### config.mk
export PLATFORM = sky130hd
export DESIGN_NAME = clipped_alpha_blit
export DESIGN_NICKNAME = d
export VERILOG_FILES = /design/src/cab_pkg.sv /design/src/cab_cfg_regs.sv /design/src/cab_addr_gen.sv /design/src/cab_blend.sv /design/src/clipped_alpha_blit.sv
export SDC_FILE = /design/constraint.sdc
export NUM_CORES = 1
export LEC_CHECK = 0
export ABC_AREA = 1
export BUFFER_PORTS_ARGS = -buffer_cell sky130_fd_sc_hd__buf_2
export CAP_MARGIN = 20
export CORE_MARGIN = 2
export CORE_UTILIZATION = 35
export CTS_CLUSTER_DIAMETER = 30
export DETAILED_ROUTE_END_ITERATION = 16
export PLACE_DENSITY = 0.52
export SETUP_SLACK_MARGIN = 0.5
export SLEW_MARGIN = 5
export SYNTH_ARGS = -nofsm -noshare
export SYNTH_HDL_FRONTEND = slang
export SYNTH_SLANG_ARGS = --single-unit
### constraint.sdc
create_clock -name clk -period 14.5 [get_ports clk]
set_input_delay 1.45 -clock clk [delete_from_list [all_inputs] [get_ports clk]]
set_output_delay 1.45 -clock clk [all_outputs]
set_load 0.005 [all_outputs]
### src/cab_pkg.sv
// ----------------------------------------------------------------------------
// cab_pkg
// Shared types and constants for the clipped alpha blit.
// ----------------------------------------------------------------------------
package cab_pkg;

	localparam int MAX_DIM_DEFAULT = 4096;
	// Largest value a 13-bit size register can hold
	localparam int SIZE_REG_MAX    = 8191;

	localparam int CENTER_W = 14;
	localparam int SIZE_W   = 13;
	localparam int CFG_W    = 14;
	localparam int IDX_W    = 3;
	localparam int PIX_W    = 32;
	localparam int RGB_W    = 24;
	localparam int COORD_W  = 12;
	// Signed frame position: center (14b) minus half size plus count (13b max)
	localparam int POS_W    = 16;

	typedef enum logic [IDX_W-1:0] {
		CFG_CENTER_X      = 3'd0,
		CFG_CENTER_Y      = 3'd1,
		CFG_BITMAP_WIDTH  = 3'd2,
		CFG_BITMAP_HEIGHT = 3'd3,
		CFG_FRAME_WIDTH   = 3'd4,
		CFG_FRAME_HEIGHT  = 3'd5
	} cfg_idx_t;

	// Register file contents; sizes are stored already clamped
	typedef struct packed {
		logic signed [CENTER_W-1:0] center_x;
		logic signed [CENTER_W-1:0] center_y;
		logic        [SIZE_W-1:0]   bitmap_width;
		logic        [SIZE_W-1:0]   bitmap_height;
		logic        [SIZE_W-1:0]   frame_width;
		logic        [SIZE_W-1:0]   frame_height;
	} cab_cfg_t;

	typedef struct packed {
		logic signed [POS_W-1:0] x;
		logic signed [POS_W-1:0] y;
		logic                    last;
	} cab_pos_t;

	typedef struct packed {
		logic [PIX_W-1:0] source_pixel;
		logic [PIX_W-1:0] dest_pixel;
	} cab_in_t;

	typedef struct packed {
		logic               write_enable;
		logic [COORD_W-1:0] dest_x;
		logic [COORD_W-1:0] dest_y;
		logic [RGB_W-1:0]   blended_pixel;
		logic               last;
	} cab_out_t;

endpackage

### src/cab_cfg_regs.sv
// ----------------------------------------------------------------------------
// cab_cfg_regs
// Configuration register file; sizes are clamped to 1..MAX_DIM on write.
// ----------------------------------------------------------------------------
module cab_cfg_regs #(
	parameter int MAX_DIM = cab_pkg::MAX_DIM_DEFAULT
) (
	input  logic                         clk,
	input  logic                         arst_n,
	input  logic                         wr_en,
	input  logic [cab_pkg::IDX_W-1:0]    wr_index,
	input  logic [cab_pkg::CFG_W-1:0]    wr_data,
	output cab_pkg::cab_cfg_t            cfg
);

	localparam int CMP_W = cab_pkg::SIZE_W + 3;

	cab_pkg::cab_cfg_t cfg_q;
	logic [cab_pkg::SIZE_W-1:0] raw_size;
	logic [cab_pkg::SIZE_W-1:0] eff_size;

	assign raw_size = wr_data[cab_pkg::SIZE_W-1:0];

	always_comb begin
		if (raw_size == '0) begin
			eff_size = cab_pkg::SIZE_W'(1);
		end else if (CMP_W'(raw_size) > CMP_W'(MAX_DIM)) begin
			eff_size = cab_pkg::SIZE_W'(MAX_DIM);
		end else begin
			eff_size = raw_size;
		end
	end

	always_ff @(posedge clk or negedge arst_n) begin
		if (!arst_n) begin
			cfg_q.center_x      <= '0;
			cfg_q.center_y      <= '0;
			cfg_q.bitmap_width  <= cab_pkg::SIZE_W'(1);
			cfg_q.bitmap_height <= cab_pkg::SIZE_W'(1);
			cfg_q.frame_width   <= cab_pkg::SIZE_W'(1);
			cfg_q.frame_height  <= cab_pkg::SIZE_W'(1);
		end else if (wr_en) begin
			unique case (wr_index)
				cab_pkg::CFG_CENTER_X:      cfg_q.center_x      <= $signed(wr_data);
				cab_pkg::CFG_CENTER_Y:      cfg_q.center_y      <= $signed(wr_data);
				cab_pkg::CFG_BITMAP_WIDTH:  cfg_q.bitmap_width  <= eff_size;
				cab_pkg::CFG_BITMAP_HEIGHT: cfg_q.bitmap_height <= eff_size;
				cab_pkg::CFG_FRAME_WIDTH:   cfg_q.frame_width   <= eff_size;
				cab_pkg::CFG_FRAME_HEIGHT:  cfg_q.frame_height  <= eff_size;
				default: ; // unmapped index, ignored
			endcase
		end
	end

	assign cfg = cfg_q;

endmodule

### src/cab_addr_gen.sv
// ----------------------------------------------------------------------------
// cab_addr_gen
// Raster column/row counters and frame position of the current item.
// ----------------------------------------------------------------------------
module cab_addr_gen #(
	parameter int MAX_DIM = cab_pkg::MAX_DIM_DEFAULT
) (
	input  logic              clk,
	input  logic              arst_n,
	input  logic              advance,
	input  cab_pkg::cab_cfg_t cfg,
	output cab_pkg::cab_pos_t pos
);

	localparam int EFF_MAX = (MAX_DIM < cab_pkg::SIZE_REG_MAX) ? MAX_DIM
	                                                            : cab_pkg::SIZE_REG_MAX;
	localparam int CNT_W   = $clog2(EFF_MAX);
	localparam int CMP_W   = cab_pkg::SIZE_W + 1;
	localparam int POS_W   = cab_pkg::POS_W;

	logic [CNT_W-1:0] col_q;
	logic [CNT_W-1:0] row_q;
	logic             end_col;
	logic             end_row;

	logic signed [POS_W-1:0] cx_ext;
	logic signed [POS_W-1:0] cy_ext;
	logic        [POS_W-1:0] half_w;
	logic        [POS_W-1:0] half_h;
	logic        [POS_W-1:0] col_ext;
	logic        [POS_W-1:0] row_ext;

	// A count at or past the last column (e.g. after a size change) wraps
	assign end_col = (CMP_W'(col_q) + CMP_W'(1)) >= CMP_W'(cfg.bitmap_width);
	assign end_row = (CMP_W'(row_q) + CMP_W'(1)) >= CMP_W'(cfg.bitmap_height);

	always_ff @(posedge clk or negedge arst_n) begin
		if (!arst_n) begin
			col_q <= '0;
			row_q <= '0;
		end else if (advance) begin
			if (end_col) begin
				col_q <= '0;
				row_q <= end_row ? '0 : row_q + CNT_W'(1);
			end else begin
				col_q <= col_q + CNT_W'(1);
			end
		end
	end

	always_comb begin
		cx_ext  = POS_W'(cfg.center_x);
		cy_ext  = POS_W'(cfg.center_y);
		half_w  = POS_W'(cfg.bitmap_width >> 1);
		half_h  = POS_W'(cfg.bitmap_height >> 1);
		col_ext = POS_W'(col_q);
		row_ext = POS_W'(row_q);
		pos.x    = cx_ext - $signed(half_w) + $signed(col_ext);
		pos.y    = cy_ext - $signed(half_h) + $signed(row_ext);
		pos.last = end_col && end_row;
	end

endmodule

### src/cab_blend.sv
// ----------------------------------------------------------------------------
// cab_blend
// Frame clipping and per-channel alpha blend, floor(t/255) in fixed point.
// ----------------------------------------------------------------------------
module cab_blend (
	input  cab_pkg::cab_in_t  pix,
	input  cab_pkg::cab_pos_t pos,
	input  cab_pkg::cab_cfg_t cfg,
	output cab_pkg::cab_out_t res
);

	localparam int POS_W = cab_pkg::POS_W;

	logic [7:0]  alpha;
	logic [7:0]  inv_alpha;
	logic [7:0]  s_ch [3];
	logic [7:0]  d_ch [3];
	logic [16:0] mix  [3];
	logic [16:0] qsum [3];
	logic [7:0]  q_ch [3];
	logic        in_frame;
	logic signed [POS_W-1:0] fw_ext;
	logic signed [POS_W-1:0] fh_ext;

	assign alpha     = pix.source_pixel[31:24];
	assign inv_alpha = 8'hFF - alpha;

	always_comb begin
		for (int c = 0; c < 3; c++) begin
			s_ch[c] = pix.source_pixel[8*c +: 8];
			d_ch[c] = pix.dest_pixel[8*c +: 8];
			mix[c]  = 17'(d_ch[c] * inv_alpha) + 17'(s_ch[c] * alpha);
			// exact t/255 for t < 65535
			qsum[c] = mix[c] + 17'(1) + 17'(mix[c] >> 8);
			q_ch[c] = qsum[c][15:8];
		end
	end

	assign fw_ext = $signed(POS_W'(cfg.frame_width));
	assign fh_ext = $signed(POS_W'(cfg.frame_height));
	assign in_frame = !pos.x[POS_W-1] && !pos.y[POS_W-1] &&
		(pos.x < fw_ext) && (pos.y < fh_ext);

	always_comb begin
		res.last = pos.last;
		if (in_frame) begin
			res.write_enable  = 1'b1;
			res.dest_x        = pos.x[cab_pkg::COORD_W-1:0];
			res.dest_y        = pos.y[cab_pkg::COORD_W-1:0];
			res.blended_pixel = {q_ch[2], q_ch[1], q_ch[0]};
		end else begin
			res.write_enable  = 1'b0;
			res.dest_x        = '0;
			res.dest_y        = '0;
			res.blended_pixel = '0;
		end
	end

endmodule

### src/clipped_alpha_blit.sv
// ----------------------------------------------------------------------------
// clipped_alpha_blit
// Blends a bitmap centered on a point onto a frame, one pixel per item,
// clipping pixels that fall outside the frame.
// ----------------------------------------------------------------------------
// Pipeline: an accepted item passes through the input reg and then the result
//   reg before its result can be taken.
// Throughput: 1 item per cycle while the sink does not stall; a new item is also
//   taken while a finished result waits at the output, if stage 1 is empty.
// Reset: arst_n clears counters, pipeline valids and sets registers to
//   center 0,0 and all sizes 1. Config port is always ready.
// ----------------------------------------------------------------------------
module clipped_alpha_blit #(
	parameter int MAX_DIM = cab_pkg::MAX_DIM_DEFAULT
) (
	input  logic                      clk,
	input  logic                      arst_n,
	// input item channel
	input  logic                      in_valid,
	output logic                      in_stall,
	input  cab_pkg::cab_in_t          in_data,
	// result item channel
	output logic                      out_valid,
	input  logic                      out_stall,
	output cab_pkg::cab_out_t         out_data,
	// register write channel
	input  logic                      cfg_valid,
	output logic                      cfg_ready,
	input  logic [cab_pkg::IDX_W-1:0] cfg_index,
	input  logic [cab_pkg::CFG_W-1:0] cfg_data
);

	cab_pkg::cab_cfg_t cfg;
	cab_pkg::cab_pos_t pos;
	cab_pkg::cab_out_t res;

	// Stage 1: captured pixels and frame position
	logic              s1_valid_s1;
	cab_pkg::cab_in_t  pix_s1;
	cab_pkg::cab_pos_t pos_s1;

	// Stage 2: result register
	logic              out_valid_q;
	cab_pkg::cab_out_t out_q;

	logic out_adv;
	logic s1_adv;
	logic accept;

	// The user must let writes land only while idle; the block does not enforce this and gives no back-pressure.
	assign cfg_ready = 1'b1;

	cab_cfg_regs #(
		.MAX_DIM (MAX_DIM)
	) u_cfg (
		.clk      (clk),
		.arst_n   (arst_n),
		.wr_en    (cfg_valid && cfg_ready),
		.wr_index (cfg_index),
		.wr_data  (cfg_data),
		.cfg      (cfg)
	);

	// Counters step once per accepted item; position uses the pre-step count.
	cab_addr_gen #(
		.MAX_DIM (MAX_DIM)
	) u_addr (
		.clk     (clk),
		.arst_n  (arst_n),
		.advance (accept),
		.cfg     (cfg),
		.pos     (pos)
	);

	// Handshake: output register frees when empty or taken; stage 1 frees
	// when empty or when it can move into the output register.
	assign out_adv  = !out_valid_q || !out_stall;
	assign s1_adv   = !s1_valid_s1 || out_adv;
	assign in_stall = !s1_adv;
	assign accept   = in_valid && !in_stall;

	always_ff @(posedge clk or negedge arst_n) begin
		if (!arst_n) begin
			s1_valid_s1 <= 1'b0;
		end else if (s1_adv) begin
			s1_valid_s1 <= in_valid;
		end
	end

	always_ff @(posedge clk) begin
		if (accept) begin
			pix_s1 <= in_data;
			pos_s1 <= pos;
		end
	end

	// Clip test and blend between stage 1 and the result register
	cab_blend u_blend (
		.pix (pix_s1),
		.pos (pos_s1),
		.cfg (cfg),
		.res (res)
	);

	always_ff @(posedge clk or negedge arst_n) begin
		if (!arst_n) begin
			out_valid_q <= 1'b0;
		end else if (out_adv) begin
			out_valid_q <= s1_valid_s1;
		end
	end

	always_ff @(posedge clk) begin
		if (out_adv && s1_valid_s1) begin
			out_q <= res;
		end
	end

	assign out_valid = out_valid_q;
	assign out_data  = out_q;

`ifndef SYNTH
	// Clipped results carry zero position and color
	a_clip_zero: assert property (@(posedge clk) disable iff (!arst_n)
		out_valid_q && !out_q.write_enable |->
			out_q.dest_x == '0 && out_q.dest_y == '0 && out_q.blended_pixel == '0)
		else $error("clipped result with nonzero payload");

	// A write always lands inside the frame
	a_write_in_frame: assert property (@(posedge clk) disable iff (!arst_n)
		out_valid_q && out_q.write_enable |->
			cab_pkg::SIZE_W'(out_q.dest_x) < cfg.frame_width &&
			cab_pkg::SIZE_W'(out_q.dest_y) < cfg.frame_height)
		else $error("write outside frame");

	// Input is held off only when both stages are full and the sink stalls
	a_stall_full: assert property (@(posedge clk) disable iff (!arst_n)
		in_stall |-> s1_valid_s1 && out_valid_q && out_stall)
		else $error("input stalled with room in pipeline");
`endif

endmodule
# == After elaboration in Yosys (flattened, before gate mapping) ==
# Cells that the tools add are included.
# word_totals
ff_bits,245
input_bits,86
output_inout_bits,53
word_cells,82
# op_classes
add_sub_neg,18
n_mul,6
magnitude_cmp,5
eq_ne,5
muxes,5
reduce_logical,23
# ops
op,count
8-bit by 8-bit multiplier with 16-bit output,6
16-bit by 16-bit adder with 17-bit output,3
49-bit 2-to-1 mux,1
"16-bit by 1-bit adder with 16-bit output, second input constant",3
16-bit by 9-bit adder with 16-bit output,3
16-bit by 13-bit adder with 16-bit output,2
16-bit by 14-bit less-than comparator with 1-bit output,2
14-bit by 13-bit subtractor with 15-bit output,2
14-bit by 13-bit greater-or-equal comparator with 1-bit output,2
"12-bit by 1-bit adder with 13-bit output, second input constant",2
13-bit 2-to-1 mux,2
"12-bit by 1-bit adder with 12-bit output, second input constant",2
12-bit 2-to-1 mux,2
2-bit AND reduction,7
"13-bit greater-than comparator, second input constant",1
13-bit zero test,1
"8-bit subtractor, first input constant",1
"3-bit by 2-bit == test with 1-bit output, second input constant",2
"3-bit == test, second input constant",2
1-bit logical AND,6
1-bit zero test,6
"3-bit by 1-bit == test with 1-bit output, second input constant",1
3-bit zero test,1
1-bit logical OR,2

# == Longest topological paths before layout ==
# Gate-level depths: netlist of run 1.
# logic_depth
word_depth,6
mapped_depth,37
mapped_depth_nobuf,35

# == Hierarchy ==
# A second synthesis of run 1 with hierarchy kept.
# hier_totals
cells_unflattened,3750
area_unflattened_um2,29210.5
# by_module_without_submodules
mod,instances,cells_each,area_per_inst_um2,seq_area_each_um2
cab_blend,1,2544,16977.5,0.0
cab_addr_gen,1,683,4530.6,600.6
clipped_alpha_blit,1,161,4520.6,4464.3
cab_cfg_regs,1,362,3181.8,2006.9

# == Worst setup path after synthesis of run 1 ==
# OpenSTA, ideal clock, no wires.
# synth_timing
path_kind,reg-to-reg
start,reg pix_s1[63] (netlist bit)
end,"reg out_q, in the netlist out_data[13] (data pin)"
setup_ns,0.255
arrival_time_ns,6.491
t_required_ns,14.245
path_slack_ns,7.754
path_stages_with_launch,34
n_path_buf,2
period_less_slack_ns,6.746
path_cell_list,edfxtp_1 clkbuf_1 buf_1 nand2_1 fa_1 fa_1 inv_1 fa_1 fa_1 fa_1 inv_1 fa_1 inv_1 ha_1 nand2_1 inv_1 nand2_1 nand2_1 nand2_1 nand3_1 nand2_1 a21oi_1 or2_2 xor2_1 inv_1 ha_1 a21oi_1 inv_1 nor2_1 nand2_1 nand3_1 nand3_1 nand2_1 nor2_1
# synth_between
elab_chain_cells,5
word_cells_on_any_way,6
cone_classes,4 x add/sub; 2 x mul
# synth_rtl
element,line_no,source
"start, declared",clipped_alpha_blit.sv:39,cab_pkg::cab_in_t pix_s1;
"start signal, assigned",clipped_alpha_blit.sv:92,pix_s1 <= in_data;
8-bit subtractor,cab_blend.sv:26,assign inv_alpha = 8'hFF - alpha;
8-bit by 8-bit multiplier with 16-bit output,cab_blend.sv:32,mix[c] = 17'(d_ch[c] * inv_alpha) + 17'(s_ch[c] * alpha);
16-bit by 16-bit adder with 17-bit output (*),cab_blend.sv:32,
16-bit by 1-bit adder with 16-bit output,cab_blend.sv:34,qsum[c] = mix[c] + 17'(1) + 17'(mix[c] >> 8);
16-bit by 9-bit adder with 16-bit output (*),cab_blend.sv:34,
"end signal, assigned",clipped_alpha_blit.sv:115,out_q <= res;
"end, declared",clipped_alpha_blit.sv:44,cab_pkg::cab_out_t out_q;
# Every way passes the cells marked *; elsewhere a longest branch is shown, timed or not.
# A chain may end at the register's enable or synchronous reset.

# == Final worst setup path of run 1 ==
# layout_timing
start,reg pix_s1[59] (netlist bit)
end,"reg out_q, in the netlist out_data[11] (data pin)"
# The elaborated chain is that of the path after synthesis.

==> results of run 1 <==
==> cells in the mapped netlist, types with 11 or more instances <==
| master | n | area, um2 |
|---|---|---|
| a31oi_1 | 12 | 75.1 |
| o21ai_1 | 11 | 55.1 |
| clkbuf_1 | 61 | 229 |
| xor2_1 | 57 | 499 |
| nand2_1 | 677 | 2540 |
| fa_1 | 295 | 5910 |
| nand3_1 | 103 | 515 |
| nand4_1 | 23 | 144 |
| a21oi_1 | 135 | 676 |
| o21ai_0 | 121 | 606 |
| nor3_1 | 18 | 90.1 |
| a22o_1 | 11 | 96.3 |
| nor2_1 | 241 | 905 |
| ha_1 | 313 | 3920 |
| dfrtp_1 | 102 | 2550 |
| xnor2_1 | 30 | 263 |
| edfxtp_1 | 139 | 4170 |
| inv_1 | 872 | 3270 |
| clkbuf_2 | 12 | 60.1 |
==> final timing paths <==
check	endpoint	slack, ns
setup / recovery	out_data[11]	6.41
hold / removal	out_data[0]	0.41
setup reg to reg	out_data[11]	6.41
hold reg to reg	out_data[0]	0.41
max in group asynchronous	u_cfg.cfg[40]	12.31
min in group asynchronous	u_addr.row_q[0]	0.83
==> stage by stage <==
step           utilization, %  hold WS, ns  setup slack [ns]  cell area (um2)
5_1_grt                  41.2        0.437              5.74            31900
3_3_place_gp             37.7        0.404              6.47            29200
3_5_place_dp             37.7        0.423              6.42            29200
4_1_cts                  41.2        0.413              6.36            31900
2_1_floorplan               -        0.400              7.75            27400
6_report                 41.2        0.414              6.41            31900
==> logic make-up after synthesis <==
logic type,synth area share [%]
and+or+nand+nor,15.9
buffers and inverters,13.2
adders and majority gates,35.8
AOI/OAI and AO/OA,6.88
DFF,24.9
xor gates and xnor gates,3.25
other,0.0274
==> cell type report <==
class | instances | area [um2]
Fill cell | 7919 | 45500
Multi-Input combinational cell | 2131 | 17000
Sequential cell | 245 | 6830
Inverter | 877 | 3290
Clock buffer | 91 | 2020
Tap cell | 1040 | 1300
Timing Repair Buffer | 145 | 768
Clock inverter | 49 | 738
==> cells in the final DEF, fill, tap and decap left out, drive strengths merged, types with 4 or more instances in the layout <==
master,instances
xor2,64
bufinv,16
edfxtp,139
a21o,9
clkinv,20
clkinvlp,11
a21boi,4
o21bai,7
a31oi,12
nand4,23
ha,313
inv,879
nand3,104
dfrtp,102
nor3,20
nor2,243
conb,4
dfstp,4
clkbuf,91
buf,145
or2,6
o22ai,8
fa,295
a21oi,139
nand2,680
nand3b,4
o21ai,133
a22o,11
xnor2,31
==> metal layers <==
| metal | GRT usage, % | part of all wire [%] | up-vias |
|---|---|---|---|
| met3 | 3.09 | 4.5 | 133 |
| met4 | 6.31 | 3.1 | 4 |
| li1 | - | - | 10500 |
| met5 | 0 | 0.023 | - |
| met2 | 31.5 | 49 | 384 |
| met1 | 22.5 | 43 | 9913 |
==> registers in the layout (all words and copies together) (netlist names) <==
name,cells
u_cfg.cfg,80
pix_s1,56
out_data,50
pos_s1,33
u_addr.col_q,12
u_addr.row_q,12
out_valid,1
s1_valid_s1,1
==> qor.txt, run 1 <==
Final Cycle Share -> 55.8%
Clock sink count -> 245
Starting Density -> 35.4%
Slowest cell on crit path -> clkinv_1
Reg2Reg Launch Point -> pix_s1[59]
Via density -> 4.57
Vias in the first global route -> 21600
Die area -> 80600 um2
Setup Buffers After CTS -> 0
First-pass GRT wire length -> 115000 um
Gr ovfl total -> 0
Dpl hpwl -> 53900 um
Bufs on Longest Clock Path -> 3
Sequential fraction of the synthesis area -> 24.9%
Clock-pin slew on the worst setup and hold paths -> 0.05 ns
Post-route DRC -> 0
Mapped Cells -> 3333
Synth async-reset ratio -> 43.3%
Post-layout min period -> 8.09 ns
Worst path most repeated cell -> nand2_1
Slew headroom -> 36.8%
Worst Reg-to-Reg Cells -> 31
Hold path startpoint -> pos_s1[0]
Synth Flop Type -> edfxtp_1
Max incr delay on CP -> 0.80 ns
WP data required -> 14.87 ns
Hold Path Depth -> 0
CORE AREA -> 77500 um2
Critical Path Start Type -> flop
Routability cong. -> 0.837
Die Wd -> 284 um
Syn_area_per_cell -> 8.23 um2
Warnings from Yosys -> 0
Row cnt -> 102
Setup crit end kind -> flop
Post-CTS Resized -> 0
CTS H-tree depth -> 3
Final hold vios -> 0
Detailed Route WL -> 70000 um
Fmax -> 124 MHz
Max Slew Vio Count -> 0
Net count reported at finish -> 4171
# diodes -> 0
Vias post-DR -> 20900
Worst Tran Pin Value -> 0.940 ns
Port bufs -> 129
CP Max Fanout -> 32
CTS tree -> yes
Total Routing Usage GR -> 18.1%
CP Data Arrival Time -> 8.46 ns
Synthesized area -> 27400 um2
RSZ-0062 raised after global routing -> no
Number of synthesized register bits -> 245
Share of layout cells above drive strength 1 -> 8.56%
Cell Count, Final, Fillers Out -> 4578
Crit Path Class -> reg2reg
Pre-antenna DRT Iters -> 7
Synth cell types -> 54
Worst-Skew Late Latency -> 0.62 ns
Crit. path cell count -> 31
Remaining antenna violation count -> 0
Iter 0 DRT Violations -> 996
CTS Buf Count -> 77
Initial antenna violation count -> 4
EDFF count, synth -> 139
Outcome -> finished, final reports clean
DR WL/cell -> 15.3 um
MaxCap Viol Count -> 0
Critical path's top delay family -> adder cells
CP Launch Point -> pix_s1[59]
DIE HEIGHT -> 284 um
CTS Hold Buffers Added -> 0
Setup Skew -> 0.0332 ns
Buf/Inv on CP -> 6
Setup TNS -> 0 ns
Placed Cells -> 4438
Pin count of the biggest net entering global routing -> 71
Setup-failing EPs final -> 0
Layout area overhead -> 16.5%
# IOs -> 139
CTS root buf -> clkbuf_16
Worst Hold Class -> reg2reg
Power of run 1 is left out: the tool's default activity adds up to more than one toggle a clock period on the data nets, which glitch-free logic cannot reach.
==> run 2, diff against run 1 <==
Settings changed: PLACE_DENSITY 0.52 to 0.54.
Clock period 14.5 ns to 7.17 ns, I/O delays scaled along.
==> run 2 against run 1 <==
  * Final cell count is 3.5% higher
  * Die area stayed put
  * Non-clock buffer count is 163 higher
  * Utilization is 3.7 points higher
  * Critical endpoint is now out_data[24]
==> qor.txt, run 2 (synthesis results as in run 1) <==
Dpl hpwl -> 55200 um (+2.4%)
CTS Buf Count -> 74 (-3.9%)
Worst Hold Class -> in2async
Commonest non-fill, non-tap cells in the layout -> inv_1 (828), nand2_1 (610), fa_1 (284)
Gr ovfl total -> 0 (unchanged)
Clock-pin slew on the worst setup and hold paths -> 0.04 ns (about the same)
Vias in the first global route -> 22100 (+2.0%)
Initial antenna violation count -> 5 (+1)
Worst-Skew Late Latency -> 0.63 ns (about the same)
Layout area overhead -> 27.1%
Fmax -> 148 MHz (+20%)
Critical Path Start Type -> flop
Largest register FFs -> 80 (unchanged)
Buf/Inv on CP -> 11 (+5)
Row cnt -> 102 (unchanged)
DIE HEIGHT -> 284 um (unchanged)
Port bufs -> 129 (unchanged)
MaxCap Viol Count -> 0 (unchanged)
Die Wd -> 284 um (unchanged)
WP data required -> 7.53 ns (-7.34 ns)
Worst Tran Pin Value -> 0.980 ns (+0.0391 ns)
Max Slew Vio Count -> 0 (unchanged)
CTS Hold Buffers Added -> 0 (unchanged)
Setup-failing EPs final -> 0 (unchanged)
Outcome -> finished, final reports clean
Vias post-DR -> 21900 (+5.0%)
Reg2Reg Launch Point -> pix_s1[60]
Via density -> 4.63 (+1.5%)
Setup crit end kind -> flop
First-pass GRT wire length -> 116000 um (+1.3%)
Routability cong. -> 0.853 (+2.0%)
FILL cells -> 7632 (-3.6%)
Area of the multi-input gates -> 18300 um2 (+8.0%)
Pre-antenna DRT Iters -> 5 (-2)
Slew headroom -> 34.2% (-2.6 points)
CORE AREA -> 77500 um2 (unchanged)
Iter 0 DRT Violations -> 927 (-6.9%)
CP Max Fanout -> 7 (-78%)
Post-route DRC -> 0 (unchanged)
Critical R2R Capture -> out_data[24]
CTS root buf -> clkbuf_16
Slowest cell on crit path -> fa_1
Net count reported at finish -> 4331 (+3.8%)
Crit Path Class -> reg2reg
Setup Skew -> 0.0324 ns (-0.000807 ns)
# diodes -> 0 (unchanged)
DR WL/cell -> 15.6 um (+2.3%)
Worst Reg-to-Reg Cells -> 34 (+9.7%)
# IOs -> 139 (unchanged)
Seq. cell area -> 6830 um2 (unchanged)
Final Cycle Share -> 94.0% (+38 points)
Post-layout min period -> 6.74 ns (-1.35 ns)
Setup TNS -> 0 ns (unchanged)
Max incr delay on CP -> 0.54 ns (-0.26 ns)
Pin count of the biggest net entering global routing -> 61 (-14%)
Placed Cells -> 4493 (+1.2%)
Die area -> 80600 um2 (unchanged)
Share of layout cells above drive strength 1 -> 19.7% (+11 points)
Cell Count, Final, Fillers Out -> 4737 (+3.5%)
Critical path's top delay family -> adder cells
Final hold vios -> 0 (unchanged)
CTS tree -> yes
Clock sink count -> 245 (unchanged)
Commonest non-fill, non-tap cell in the layout -> inv_1
Detailed Route WL -> 74100 um (+5.8%)
CP Data Arrival Time -> 7.10 ns (-1.36 ns)
Bufs on Longest Clock Path -> 3 (unchanged)
Final Util -> 45.0% (+3.7 points)
RSZ-0062 raised after global routing -> yes
Total Routing Usage GR -> 18.3% (+0.20 points)
Remaining antenna violation count -> 0 (unchanged)
Internal reg-to-reg setup slack -> 0.43 ns (-5.98 ns)
CTS H-tree depth -> 3 (unchanged)
Starting Density -> 35.4% (unchanged)
Worst path most repeated cell -> fa_1
==> run 2: changes by cell type in the layout (fill, tap and decap cells not counted), moves of 19 or more <==
cell,before,now
nand3_1,103,80
inv_1,872,828
nand2_4,0,19
inv_2,3,41
buf_4,17,133
ha_4,0,31
a21oi_2,3,30
nand2_1,677,610
nand2_2,3,51
buf_6,0,22
a21oi_1,134,96
nor2_1,241,212
ha_1,313,281
==> run 2: metal layers <==
layer / share of wire [%] / vias up / global-route usage, %
li1: - / 10800 / -
met1: 43 / 10600 / 22.9
met2: 50 / 426 / 31.9
met3: 4.6 / 136 / 3.13
met4: 2.8 / 4 / 5.91
met5: 0.030 / - / 0
==> run 2: worst max-delay path by stage <==
stage,from,end,cells past startpoint
global route,pix_s1[60],out_data[24],34
finish,pix_s1[60],out_data[24],34
floorplan,pix_s1[63],out_data[13],33
global placement,pix_s1[59],out_data[8],31
CTS,pix_s1[60],out_data[20],32
detailed placement,pix_s1[59],out_data[11],30
==> run 2: final cells by class <==
cell class | instances | area share, %
Multi-Input combinational cell | 2131 | 52.6
Inverter | 877 | 9.56
Tap cell | 1040 | 3.73
Timing Repair Buffer | 308 | 6.97
Clock inverter | 42 | 1.62
Clock buffer | 94 | 5.88
Sequential cell | 245 | 19.6
==> run 2: worst register-to-register path: cells and delay by family, from the launching register on <==
kind	cells	cell delay (ns)
AND/OR/NAND/NOR	11	0.91
XOR/XNOR	1	0.21
flip-flops	1	0.44
adder cells (fa/ha/maj)	8	3.64
AO/OA/AOI/OAI	3	0.38
buffers and inverters	11	0.94
==> run 2: metrics by stage <==
step,setup slack [ns],instance area [um2],hold slack [ns]
floorplan,0.519,27400,0.400
global placement,0.0383,29700,0.465
detailed placement,0.0532,29700,0.438
CTS,0.487,33100,0.137
global route,0.109,34800,0.170
finish,0.429,34800,0.147
==> run 2: what timing repair did <==
| action | CTS | global route |
|---|---|---|
| cloned | 3 | 3 |
| pin swaps | 57 | 170 |
| resized for setup | 94 | 285 |
| buffers inserted | 36 | 66 |
| setup endpoints to repair | 24 | 24 |
Power of run 2 is left out for the same reason.
==> run 3, diff against run 2 <==
==> constraint.sdc (replaced) <==
create_clock -name clk -period 7.17 [get_ports clk]
set_input_delay 1.0755 -clock clk [delete_from_list [all_inputs] [get_ports clk]]
set_output_delay 1.0755 -clock clk [all_outputs]
set_load 0.005 [all_outputs]
==> run 3 against run 2 <==
  * Register-to-register slack improved by 0.07 ns
  * Count of clock-buffer cells in the layout fell by 5
  * Non-clock buffer count rose by 64
  * Via count is 1.3% higher
  * Global-route usage grew 0.43 points
  * Critical path type unchanged
  * Die area did not move
==> qor.txt, run 3 (synthesis results as in run 1) <==
Clock sink count -> 245 (unchanged)
Critical R2R Capture -> out_data[17]
Routability cong. -> 0.841 (-1.5%)
Vias post-DR -> 22200 (+1.3%)
Max incr delay on CP -> 0.58 ns (+0.04 ns)
Worst Tran Pin Value -> 0.972 ns (-0.00766 ns)
Final hold slack -> 0.449 ns (+0.302 ns)
CP Max Fanout -> 7 (unchanged)
Internal reg-to-reg setup slack -> 0.50 ns (+0.07 ns)
Dpl hpwl -> 55400 um (+0.40%)
MaxCap Viol Count -> 0 (unchanged)
Commonest non-fill, non-tap cells in the layout -> inv_1 (814), nand2_1 (590), ha_1 (278)
# IOs -> 139 (unchanged)
Iter 0 DRT Violations -> 953 (+2.8%)
Total Routing Usage GR -> 18.7% (+0.43 points)
Starting Density -> 35.4% (unchanged)
CTS Buf Count -> 76 (+2.7%)
Hold Path Depth -> 0
Max Slew Vio Count -> 0 (unchanged)
CTS H-tree depth -> 3 (unchanged)
Worst Reg-to-Reg Cells -> 33 (-2.9%)
Final hold vios -> 0 (unchanged)
Layout area overhead -> 30.4%
Pre-antenna DRT Iters -> 7 (+2)
CORE AREA -> 77500 um2 (unchanged)
Pin count of the biggest net entering global routing -> 56 (-8.2%)
Share of layout cells above drive strength 1 -> 22.6% (+3.0 points)
Clock-pin slew on the worst setup and hold paths -> 0.05 ns (about the same)
Setup TNS -> 0 ns (unchanged)
Top Metal Used -> met5
Via density -> 4.63 (-0.15%)
Crit Path Class -> reg2reg
Worst path most repeated cell -> nand2_2
Worst Hold Class -> reg2reg
Critical path's top delay family -> adder cells
Largest register FFs -> 80 (unchanged)
Final Cycle Share -> 93.0% (-1.0 points)
DIE HEIGHT -> 284 um (unchanged)
Port bufs -> 129 (unchanged)
Setup Skew -> 0.0519 ns (+0.0195 ns)
CTS root buf -> clkbuf_16
Met3 wire length -> 3540 um (+3.1%)
Vias in the first global route -> 22600 (+2.6%)
End of the worst hold path -> out_data[0]
DR WL/cell -> 15.6 um (about the same)
Net count reported at finish -> 4397 (+1.5%)
RSZ-0062 raised after global routing -> yes
Setup-failing EPs final -> 0 (unchanged)
Slew headroom -> 34.7% (+0.51 points)
FILL cells -> 7494 (-1.8%)
WP data required -> 7.64 ns (+0.11 ns)
Setup crit end kind -> flop
Die area -> 80600 um2 (unchanged)
Fmax -> 150 MHz (+1.1%)
Final Util -> 46.2% (+1.2 points)
Reg2Reg Launch Point -> pix_s1[58]
Gr ovfl total -> 0 (unchanged)
First-pass GRT wire length -> 119000 um (+2.2%)
Buf/Inv on CP -> 9 (-2)
Post-route cell area -> 35800 um2 (+2.6%)
Bufs on Longest Clock Path -> 3 (unchanged)
Slowest cell on crit path -> fa_1
Remaining antenna violation count -> 0 (unchanged)
Detailed Route WL -> 75200 um (+1.5%)
Post-layout min period -> 6.67 ns (-0.0743 ns)
CTS tree -> yes
Outcome -> finished, final reports clean
Met2 routed WL -> 38000 um (+2.5%)
Hold path startpoint -> pos_s1[0]
Row cnt -> 102 (unchanged)
CP Data Arrival Time -> 7.14 ns (+0.04 ns)
Worst-Skew Late Latency -> 0.63 ns (about the same)
DRT met1 WL -> 31600 um (+0.20%)
Commonest non-fill, non-tap cell in the layout -> inv_1
Initial antenna violation count -> 6 (+1)
Critical Path Start Type -> flop
Die Wd -> 284 um (unchanged)
Placed Area -> 29700 um2 (about the same)
Post-route DRC -> 0 (unchanged)
-- run 3: cell types whose count changed in the layout (fill, tap and decap cells not counted), moves of 4 or more --
| cell | before | now |
|---|---|---|
| ha_4 | 31 | 35 |
| buf_8 | 1 | 5 |
| buf_4 | 133 | 193 |
| fa_1 | 284 | 277 |
| nand2_4 | 19 | 23 |
| inv_6 | 0 | 4 |
| inv_1 | 828 | 814 |
| nand2_1 | 610 | 590 |
| nand2_2 | 51 | 67 |
| fa_2 | 11 | 18 |
| bufinv_16 | 9 | 16 |
| inv_2 | 41 | 56 |
| buf_6 | 22 | 27 |
| buf_12 | 17 | 12 |
-- run 3: per-layer routing --
metal,vias to the layer above,global-route usage (%)
met4,8,5.89
met2,432,33.0
li1,10900,-
met3,134,3.47
met1,10700,23.0
met5,-,0
-- run 3: how the worst max path moves through the flow --
stage | startpoint | endpoint | slack [ns] | cells after the start
detailed placement | pix_s1[59] | out_data[11] | -0.008 | 30
global route | pix_s1[58] | out_data[20] | 0.25 | 30
finish | pix_s1[58] | out_data[17] | 0.50 | 33
floorplan | pix_s1[63] | out_data[13] | 0.52 | 33
CTS | pix_s1[60] | out_data[23] | 0.47 | 32
global placement | pix_s1[59] | out_data[11] | -0.03 | 30
-- run 3: timing repair --
action / in CTS / in global routing
setup buffers: 105 / 56
hold buffers: 0 / 0
hold endpoints to repair: 0 / 0
endpoints found under the setup margin: 24 / 24
gates cloned: 7 / 0
pin swaps: 137 / 221
resized for setup: 160 / 279
-- run 3: through the flow --
| step | instances | setup WS [ns] |
|---|---|---|
| finish | 4808 | 0.503 |
| global route | 4807 | 0.254 |
| CTS | 4751 | 0.467 |
| detailed placement | 4497 | -0.00793 |
| global placement | 4497 | -0.0268 |
| floorplan | 3335 | 0.519 |
-- run 3: final cells by class --
cell class / instances / area (um2) / area share [%]
multi-input combinational: 2131 / 18500 / 51.8
sequential: 245 / 6830 / 19.1
inverter: 877 / 3320 / 9.30
timing repair buffer: 372 / 2910 / 8.14
clock buffer: 89 / 2020 / 5.65
tap: 1040 / 1300 / 3.64
clock inverter: 53 / 847 / 2.37
antenna: 1 / 2.50 / 0.00700
Power of run 3 is left out for the same reason.
